===== src/hw/rtl/jed_pkg.sv =====
// shared types, constants and helper functions for the eight-way joystick direction block
package jed_pkg;

    // coordinate and fixed-point widths
    localparam int COORD_BITS    = 12;
    localparam int TAN_FRAC_BITS = 16;
    localparam int TAN_BITS      = TAN_FRAC_BITS + 2;
    localparam int SQ_BITS       = 2 * COORD_BITS;
    localparam int PROD_BITS     = COORD_BITS + TAN_BITS;
    localparam int TAN_SHIFT     = 24 - TAN_FRAC_BITS;
    localparam int CFG_IDX_BITS  = 2;

    // configuration register indexes
    localparam logic [CFG_IDX_BITS-1:0] CFG_INNER_RADIUS = CFG_IDX_BITS'(0);
    localparam logic [CFG_IDX_BITS-1:0] CFG_OUTER_RADIUS = CFG_IDX_BITS'(1);

    // reset radii, about 0.2 and 0.3 of full scale, kept squared
    localparam longint INNER_RESET = ((64'd1 << COORD_BITS) + 64'd5) / 64'd10;
    localparam longint OUTER_RESET = ((64'd3 << (COORD_BITS - 1)) + 64'd5) / 64'd10;
    localparam logic [SQ_BITS-1:0] INNER_SQ_RESET = SQ_BITS'(INNER_RESET * INNER_RESET);
    localparam logic [SQ_BITS-1:0] OUTER_SQ_RESET = SQ_BITS'(OUTER_RESET * OUTER_RESET);

    // tan(20), tan(25), tan(65), tan(70) in Q.24
    localparam logic [3:0][31:0] TAN_Q24 = {32'd46095022, 32'd35978856, 32'd7823344, 32'd6106407};

    // direction codes
    typedef enum logic [3:0] {
        DIR_NONE       = 4'd0,
        DIR_CENTER     = 4'd1,
        DIR_UP         = 4'd2,
        DIR_UP_RIGHT   = 4'd3,
        DIR_RIGHT      = 4'd4,
        DIR_DOWN_RIGHT = 4'd5,
        DIR_DOWN       = 4'd6,
        DIR_DOWN_LEFT  = 4'd7,
        DIR_LEFT       = 4'd8,
        DIR_UP_LEFT    = 4'd9
    } dir_t;

    // first stage: folded magnitudes and signs
    typedef struct packed {
        logic [COORD_BITS-1:0] p;
        logic [COORD_BITS-1:0] q;
        logic                  xneg;
        logic                  yneg;
    } mag_t;

    // second stage: squares and tangent products
    typedef struct packed {
        logic [SQ_BITS-1:0]              pp;
        logic [SQ_BITS-1:0]              qq;
        logic [COORD_BITS-1:0]           p;
        logic [3:0][PROD_BITS-1:0]       qt;
        logic                            xneg;
        logic                            yneg;
    } prod_t;

    // tangent constant with TAN_FRAC_BITS fraction bits, rounded half up
    function automatic logic [TAN_BITS-1:0] tan_const(input int k);
        logic [63:0] raw;
        logic [63:0] rnd;
        raw = 64'(TAN_Q24[k]);
        rnd = ((raw << 1) + (64'd1 << TAN_SHIFT)) >> (TAN_SHIFT + 1);
        return TAN_BITS'(rnd);
    endfunction

    // magnitude of a two's complement coordinate, full scale negative folds to 2^(n-1)
    function automatic logic [COORD_BITS-1:0] magnitude(input logic [COORD_BITS-1:0] v);
        return v[COORD_BITS-1] ? (~v + COORD_BITS'(1)) : v;
    endfunction

endpackage


===== src/hw/rtl/jed_classify.sv =====
// radius and sector decision from registered squares and tangent products
module jed_classify (
    input  jed_pkg::prod_t                     prod,
    input  logic [jed_pkg::SQ_BITS-1:0]        inner_sq,
    input  logic [jed_pkg::SQ_BITS-1:0]        outer_sq,
    output jed_pkg::dir_t                      direction
);
    import jed_pkg::*;

    logic [SQ_BITS:0]    r2;
    logic [PROD_BITS-1:0] lhs;
    logic [3:0]          gt;
    logic [3:0]          ge;

    // squared radius and scaled horizontal magnitude
    assign r2  = {1'b0, prod.pp} + {1'b0, prod.qq};
    assign lhs = PROD_BITS'(prod.p) << TAN_FRAC_BITS;

    // tangent threshold compares
    always_comb
    begin
        for (int k = 0; k < 4; k++)
        begin
            gt[k] = lhs >  prod.qt[k];
            ge[k] = lhs >= prod.qt[k];
        end
    end

    // center test first, then outer ring sector pick per quadrant; anything else stays DIR_NONE
    always_comb
    begin
        direction = DIR_NONE;
        if (r2 < {1'b0, inner_sq})
        begin
            direction = DIR_CENTER;
        end
        else if (r2 > {1'b0, outer_sq})
        begin
            case ({prod.xneg, prod.yneg})
                2'b00:
                begin
                    if (!gt[0]) direction = DIR_UP;
                    else if (gt[1] && !gt[2]) direction = DIR_UP_RIGHT;
                    else if (gt[3]) direction = DIR_RIGHT;
                end
                2'b01:
                begin
                    if (!ge[0]) direction = DIR_DOWN;
                    else if (ge[1] && !ge[2]) direction = DIR_DOWN_RIGHT;
                    else if (ge[3]) direction = DIR_RIGHT;
                end
                2'b10:
                begin
                    if (!ge[0]) direction = DIR_UP;
                    else if (ge[1] && !ge[2]) direction = DIR_UP_LEFT;
                    else if (ge[3]) direction = DIR_LEFT;
                end
                default:
                begin
                    if (!gt[0]) direction = DIR_DOWN;
                    else if (gt[1] && !gt[2]) direction = DIR_DOWN_LEFT;
                    else if (gt[3]) direction = DIR_LEFT;
                end
            endcase
        end
    end

endmodule


===== src/hw/rtl/joystick_eight_way_direction.sv =====
// top level: eight-way joystick direction classifier with round deadzone
//
//  channel  | signals                          | dir | word
//  ---------+----------------------------------+-----+---------------------------
//  in       | in_valid, in_stall, x_pos, y_pos | in  | one stick position
//  out      | out_valid, out_stall, direction  | out | one direction code
//  cfg      | cfg_valid, cfg_ready, cfg_index, | in  | radius register write
//           | cfg_data                         |     |
//
// one word accepted per cycle while in_stall is low; a taken word passes s1_reg and s2_reg before out_valid rises
// the three stages are magnitude fold, square/tangent multiply, compare and classify
// cfg is always ready; the radius is squared by one multiplier as it is written
// reset empties the pipeline and loads radii of about 0.2 and 0.3 full scale
// out_stall holds the output word; earlier words still move up into empty stages
// in_stall rises only when all stages are full
module joystick_eight_way_direction (
    input  logic                                 clk,
    input  logic                                 rst_n,
    input  logic                                 in_valid,
    output logic                                 in_stall,
    input  logic signed [jed_pkg::COORD_BITS-1:0] x_pos,
    input  logic signed [jed_pkg::COORD_BITS-1:0] y_pos,
    output logic                                 out_valid,
    input  logic                                 out_stall,
    output logic [3:0]                           direction,
    input  logic                                 cfg_valid,
    output logic                                 cfg_ready,
    input  logic [jed_pkg::CFG_IDX_BITS-1:0]     cfg_index,
    input  logic [jed_pkg::COORD_BITS-1:0]       cfg_data
);
    import jed_pkg::*;

    logic               s1_valid_reg;
    mag_t               s1_reg;
    mag_t               s1_next;
    logic               s2_valid_reg;
    prod_t              s2_reg;
    prod_t              s2_next;
    logic               out_valid_reg;
    dir_t               dir_reg;
    dir_t               dir_next;
    logic [SQ_BITS-1:0] inner_sq_reg;
    logic [SQ_BITS-1:0] outer_sq_reg;
    logic [SQ_BITS-1:0] cfg_sq;
    logic               out_free;
    logic               s2_free;
    logic               s1_free;

    // stall chain: a stage takes a word when it is empty or its word moves on
    assign out_free = !out_valid_reg || !out_stall;
    assign s2_free  = !s2_valid_reg || out_free;
    assign s1_free  = !s1_valid_reg || s2_free;
    assign in_stall = !s1_free;

    // configuration: radii kept squared
    assign cfg_ready = 1'b1;
    assign cfg_sq    = SQ_BITS'(cfg_data) * SQ_BITS'(cfg_data);

    always_ff @(posedge clk or negedge rst_n)
    begin
        if (!rst_n)
        begin
            inner_sq_reg <= INNER_SQ_RESET;
            outer_sq_reg <= OUTER_SQ_RESET;
        end
        else if (cfg_valid && cfg_ready)
        begin
            case (cfg_index)
                CFG_INNER_RADIUS: inner_sq_reg <= cfg_sq;
                CFG_OUTER_RADIUS: outer_sq_reg <= cfg_sq;
                default: ;
            endcase
        end
    end

    // stage one: fold into the first quadrant
    always_comb
    begin
        s1_next.p    = magnitude(x_pos);
        s1_next.q    = magnitude(y_pos);
        s1_next.xneg = x_pos[COORD_BITS-1];
        s1_next.yneg = y_pos[COORD_BITS-1];
    end

    // stage two: squares and tangent products
    always_comb
    begin
        s2_next.pp   = SQ_BITS'(s1_reg.p) * SQ_BITS'(s1_reg.p);
        s2_next.qq   = SQ_BITS'(s1_reg.q) * SQ_BITS'(s1_reg.q);
        s2_next.p    = s1_reg.p;
        s2_next.xneg = s1_reg.xneg;
        s2_next.yneg = s1_reg.yneg;
        for (int k = 0; k < 4; k++)
        begin
            s2_next.qt[k] = PROD_BITS'(s1_reg.q) * PROD_BITS'(tan_const(k));
        end
    end

    // stage three: radius and sector decision
    jed_classify u_classify (
        .prod      (s2_reg),
        .inner_sq  (inner_sq_reg),
        .outer_sq  (outer_sq_reg),
        .direction (dir_next)
    );

    // pipeline valids
    always_ff @(posedge clk or negedge rst_n)
    begin
        if (!rst_n)
        begin
            s1_valid_reg  <= 1'b0;
            s2_valid_reg  <= 1'b0;
            out_valid_reg <= 1'b0;
        end
        else
        begin
            if (s1_free)
            begin
                s1_valid_reg <= in_valid;
            end
            if (s2_free)
            begin
                s2_valid_reg <= s1_valid_reg;
            end
            if (out_free)
            begin
                out_valid_reg <= s2_valid_reg;
            end
        end
    end

    // pipeline payload
    always_ff @(posedge clk)
    begin
        if (in_valid && s1_free)
        begin
            s1_reg <= s1_next;
        end
        if (s1_valid_reg && s2_free)
        begin
            s2_reg <= s2_next;
        end
        if (s2_valid_reg && out_free)
        begin
            dir_reg <= dir_next;
        end
    end

    assign out_valid = out_valid_reg;
    assign direction = dir_reg;

    // input is held off only when every stage holds a word
    a_stall_full: assert property (@(posedge clk) disable iff (!rst_n)
        in_stall |-> (s1_valid_reg && s2_valid_reg && out_valid_reg && out_stall))
        else $error("input stalled with a free stage");

    // a word inside the inner radius leaves as center
    a_center: assert property (@(posedge clk) disable iff (!rst_n)
        (s2_valid_reg && out_free &&
         (({1'b0, s2_reg.pp} + {1'b0, s2_reg.qq}) < {1'b0, inner_sq_reg}))
        |=> (dir_reg == DIR_CENTER))
        else $error("inner deadzone word not reported as center");

    // the origin never gives a direction
    a_origin: assert property (@(posedge clk) disable iff (!rst_n)
        (s2_valid_reg && out_free && s2_reg.p == '0 && s2_reg.qq == '0)
        |=> (dir_reg == DIR_NONE || dir_reg == DIR_CENTER))
        else $error("origin reported a direction");

    // a word in stage two is not lost when the output stage is free
    a_advance: assert property (@(posedge clk) disable iff (!rst_n)
        (s2_valid_reg && out_free) |=> out_valid_reg)
        else $error("stage two word dropped");

endmodule

===== config.mk =====
export PLATFORM = sky130hd
export DESIGN_NAME = joystick_eight_way_direction
export DESIGN_NICKNAME = d
export VERILOG_FILES = /design/src/hw/rtl/jed_pkg.sv /design/src/hw/rtl/jed_classify.sv /design/src/hw/rtl/joystick_eight_way_direction.sv
export SDC_FILE = /design/constraint.sdc
export NUM_CORES = 2
export LEC_CHECK = 0
export CELL_PAD_IN_SITES_DETAIL_PLACEMENT = 1
export CELL_PAD_IN_SITES_GLOBAL_PLACEMENT = 2
export CORE_ASPECT_RATIO = 1.2
export CORE_MARGIN = 2
export CORE_UTILIZATION = 40
export CTS_CLUSTER_SIZE = 10
export DETAILED_ROUTE_END_ITERATION = 10
export DONT_BUFFER_PORTS = 1
export PLACE_DENSITY = 0.73
export SLEW_MARGIN = 5
export SYNTH_ARGS = -nofsm -noshare
export SYNTH_HDL_FRONTEND = slang
export SYNTH_SLANG_ARGS = --single-unit

===== constraint.sdc =====
create_clock -name clk -period 10.2 [get_ports clk]
set_input_delay 1.53 -clock clk [delete_from_list [all_inputs] [get_ports clk]]
set_output_delay 1.53 -clock clk [all_outputs]
set_load 0.05 [all_outputs]

==> impl_results.md <==
- Total routed wirelength: 96.8 mm
- Drt pass-1 iters: 5
- Skew final: 0.0189 ns
- Max reg flops: 160
- Worst EP required: 10.54 ns
- Cts hold-fix bufs: 0
- Resized Gates After CTS: 0
- Post-Synth XOR/XNOR Area: 4.49%
- Starting density of the core: 40.2%
- Ys Warns: 0
- Clk sink count: 239
- Syn-to-layout area delta: 6.92%
- Share of the synthesized area in the top cell type: 27.4%
- FF-to-FF path depth: 22
- Fin. max-slew vios: 0
- Synth Cell Area: 35700 µm²
- Initial antenna violation count: 0
- Fin crit share: 67.1%
- Mapped Cells: 3621
- H-tree levels: 1
- Post-CTS Setup Repair Bufs: 0
- Slew HR: 35.1%
- Worst-Skew Late Latency: 0.61 ns
- Syn nets: 4720
- Number of global-route vias before repair: 27400
- Top FF cell, synth: edfxtp_1
- Hold Path Class: reg2reg
- Slew @ Worst Pin: 0.973 ns
- Die H: 331 µm
- Most frequent cells in the layout: inv_1, ha_1, fa_1
- Rows: 120
- First-pass GRT wire length: 155 mm
- Area leader, netlist: fa_1
- CTS tree: built
- Gp weighted congestion: 0.868
- Io pins: 50
- #FFs+latches synth: 239
- Post-DRT Antenna Nets: 0
- Ant diodes: 0
- Critical path class: reg2reg
- Largest family of logic cells by synthesized area: adder cells
- Synth Area in Adders: 47.3%
- DPL Wire Length: 80.8 mm
- Ys async rst share: 20.5%
- Max cap viols: 0
- EDFF count, synth: 190
- Die width: 277 µm
- Max Clk Rate: 146 MHz
- Initial drt markers: 697
- Vias per cell: 5.00
- Mapped Avg Cell Area: 9.86 µm²
- Die Area: 91700 µm²
- Vias: 24100
- Worst setup SP type: flop
- Unrepaired setup endpoints after global routing: no
- Final hold vios: 0
- Fillers: 10100
- Fraction of layout cells with a size suffix above 1: 3.47%
- GRT Util Overall: 21.9%
- Mux contribution to synthesized area: 0.375%
- Netlist cell types: 84
- DRC: 0
- Commonest non-fill, non-tap cell in the layout: inv_1
- Final setup violation count: 0
- Reg clk slew, reported paths: 0.06 ns
- Total negative slack: 0 ns
- Synth Area in Compound Gates: 8.83%
- Core area: 88900 µm²
- Routed len/inst: 20.1 µm
- Synth top area cells: fa_1, ha_1, edfxtp_1, inv_1, xnor2_1
- Final nets: 4736
- Minimum clock period: 6.85 ns
- Cts bufs inserted: 31
- Crit path DAT: 7.19 ns
- CP Max Fanout: 14
- CP Capture Type: flop
- Status: finished clean
- CTS root buf: clkbuf_16
- Cell depth of the worst hold path: 0
- Post-synthesis sequential area ratio: 19.5%
- Synth Area in Simple Gates: 8.86%
- CTS max path bufs: 3
- GR Overflow Total: 0
- Number of port buffers: 0
- Largest net degree at the start of global routing: 66
[worst max-delay path, cell delays in order, from the launching register on]
cell	delay, ns
edfxtp_1	0.32
buf_4	0.29
inv_1	0.45
fa_1	0.82
inv_1	0.20
fa_1	0.54
inv_1	0.06
fa_1	0.47
inv_1	0.05
fa_1	0.54
inv_1	0.06
fa_1	0.54
inv_1	0.04
ha_1	0.35
nand2_1	0.08
o211ai_1	0.28
o21ai_0	0.15
o21ai_0	0.35
a31oi_1	0.18
a2111oi_1	0.51
o21ai_1	0.11
nand2b_1	0.10
xnor2_1	0.07
[metrics by stage]
stage / utilization [%] / setup slack, ns / std cells / instance area [µm²] / hold slack, ns
floorplan: - / 3.70 / 3621 / 35700 / 0.400
global placement: 41.8 / 3.31 / 4763 / 37200 / 0.411
detailed placement: 41.8 / 3.27 / 4763 / 37200 / 0.444
CTS: 42.9 / 3.25 / 4820 / 38200 / 0.453
global route: 42.9 / 2.84 / 4820 / 38200 / 0.450
finish: 42.9 / 3.35 / 4820 / 38200 / 0.453
[cell usage after synthesis, types with 4 or more instances]
cell type and count:
inv_1 976, ha_1 567, fa_1 489, edfxtp_1 190
nand2_1 178, xnor2_1 144, nor2_1 138, a21oi_1 123
o21ai_0 105, and2_1 87, a21o_1 54, nor3_1 43
xor2_1 39, clkbuf_1 37, nor2b_1 37, dfrtp_1 36
nand3_1 30, o21a_1 30, o21ai_1 30, nand2b_1 26
a211oi_1 20, a31oi_1 18, nand4_1 18, or3_1 17
o21bai_1 16, dfstp_2 13, and3_1 11, mux2_2 11
nor4_1 11, or2_2 11, a211o_1 9, o211ai_1 9
o31ai_1 6, or4_1 6, nand3b_1 4, o211ai_2 4
o311ai_1 4, o31a_1 4
[layer usage]
layer	part of all wire (%)	vias to the layer above	track usage, %
li1	-	11500	-
met1	41	12300	26.0
met2	54	200	42.6
met3	2.0	94	1.66
met4	2.5	0	4.96
met5	0	-	0
[worst paths after layout]
| check | slack [ns] | to | from |
|---|---|---|---|
| worst max-delay path | 3.35 | s2_reg[121] | s1_reg[6] |
| worst min-delay path | 0.45 | s2_reg[1] | s1_reg[1] |
| worst max register to register | 3.35 | s2_reg[121] | s1_reg[6] |
| worst min register to register | 0.45 | s2_reg[1] | s1_reg[1] |
| max in group asynchronous | 9.37 | outer_sq_reg[14] | rst_n |
| min in group asynchronous | 0.63 | inner_sq_reg[6] | rst_n |
[area by class of cell]
cell class | instances | area [µm²] | share of cell area [%]
clock buffers | 53 | 958 | 2.51
repair buffers | 21 | 158 | 0.413
multi-input cells | 2367 | 24900 | 65.3
flip-flops and latches | 239 | 6950 | 18.2
well taps | 1159 | 1450 | 3.80
clock inverters | 4 | 47.5 | 0.125
inverters | 977 | 3670 | 9.61
[cell families (layout without fill, tap and decap cells)]
kind of cell / Yosys count / count (layout)
flip-flops: 239 / 239
AND/OR/NAND/NOR: 635 / 635
other: 1 / 1
adder cells (fa/ha/maj): 1056 / 1056
XOR/XNOR: 183 / 183
buffers and inverters: 1015 / 1055
multiplexers: 12 / 12
AO/OA/AOI/OAI: 480 / 480
Power is left out: the tool's default activity adds up to more than one toggle a clock period on the data nets, which glitch-free logic cannot reach.
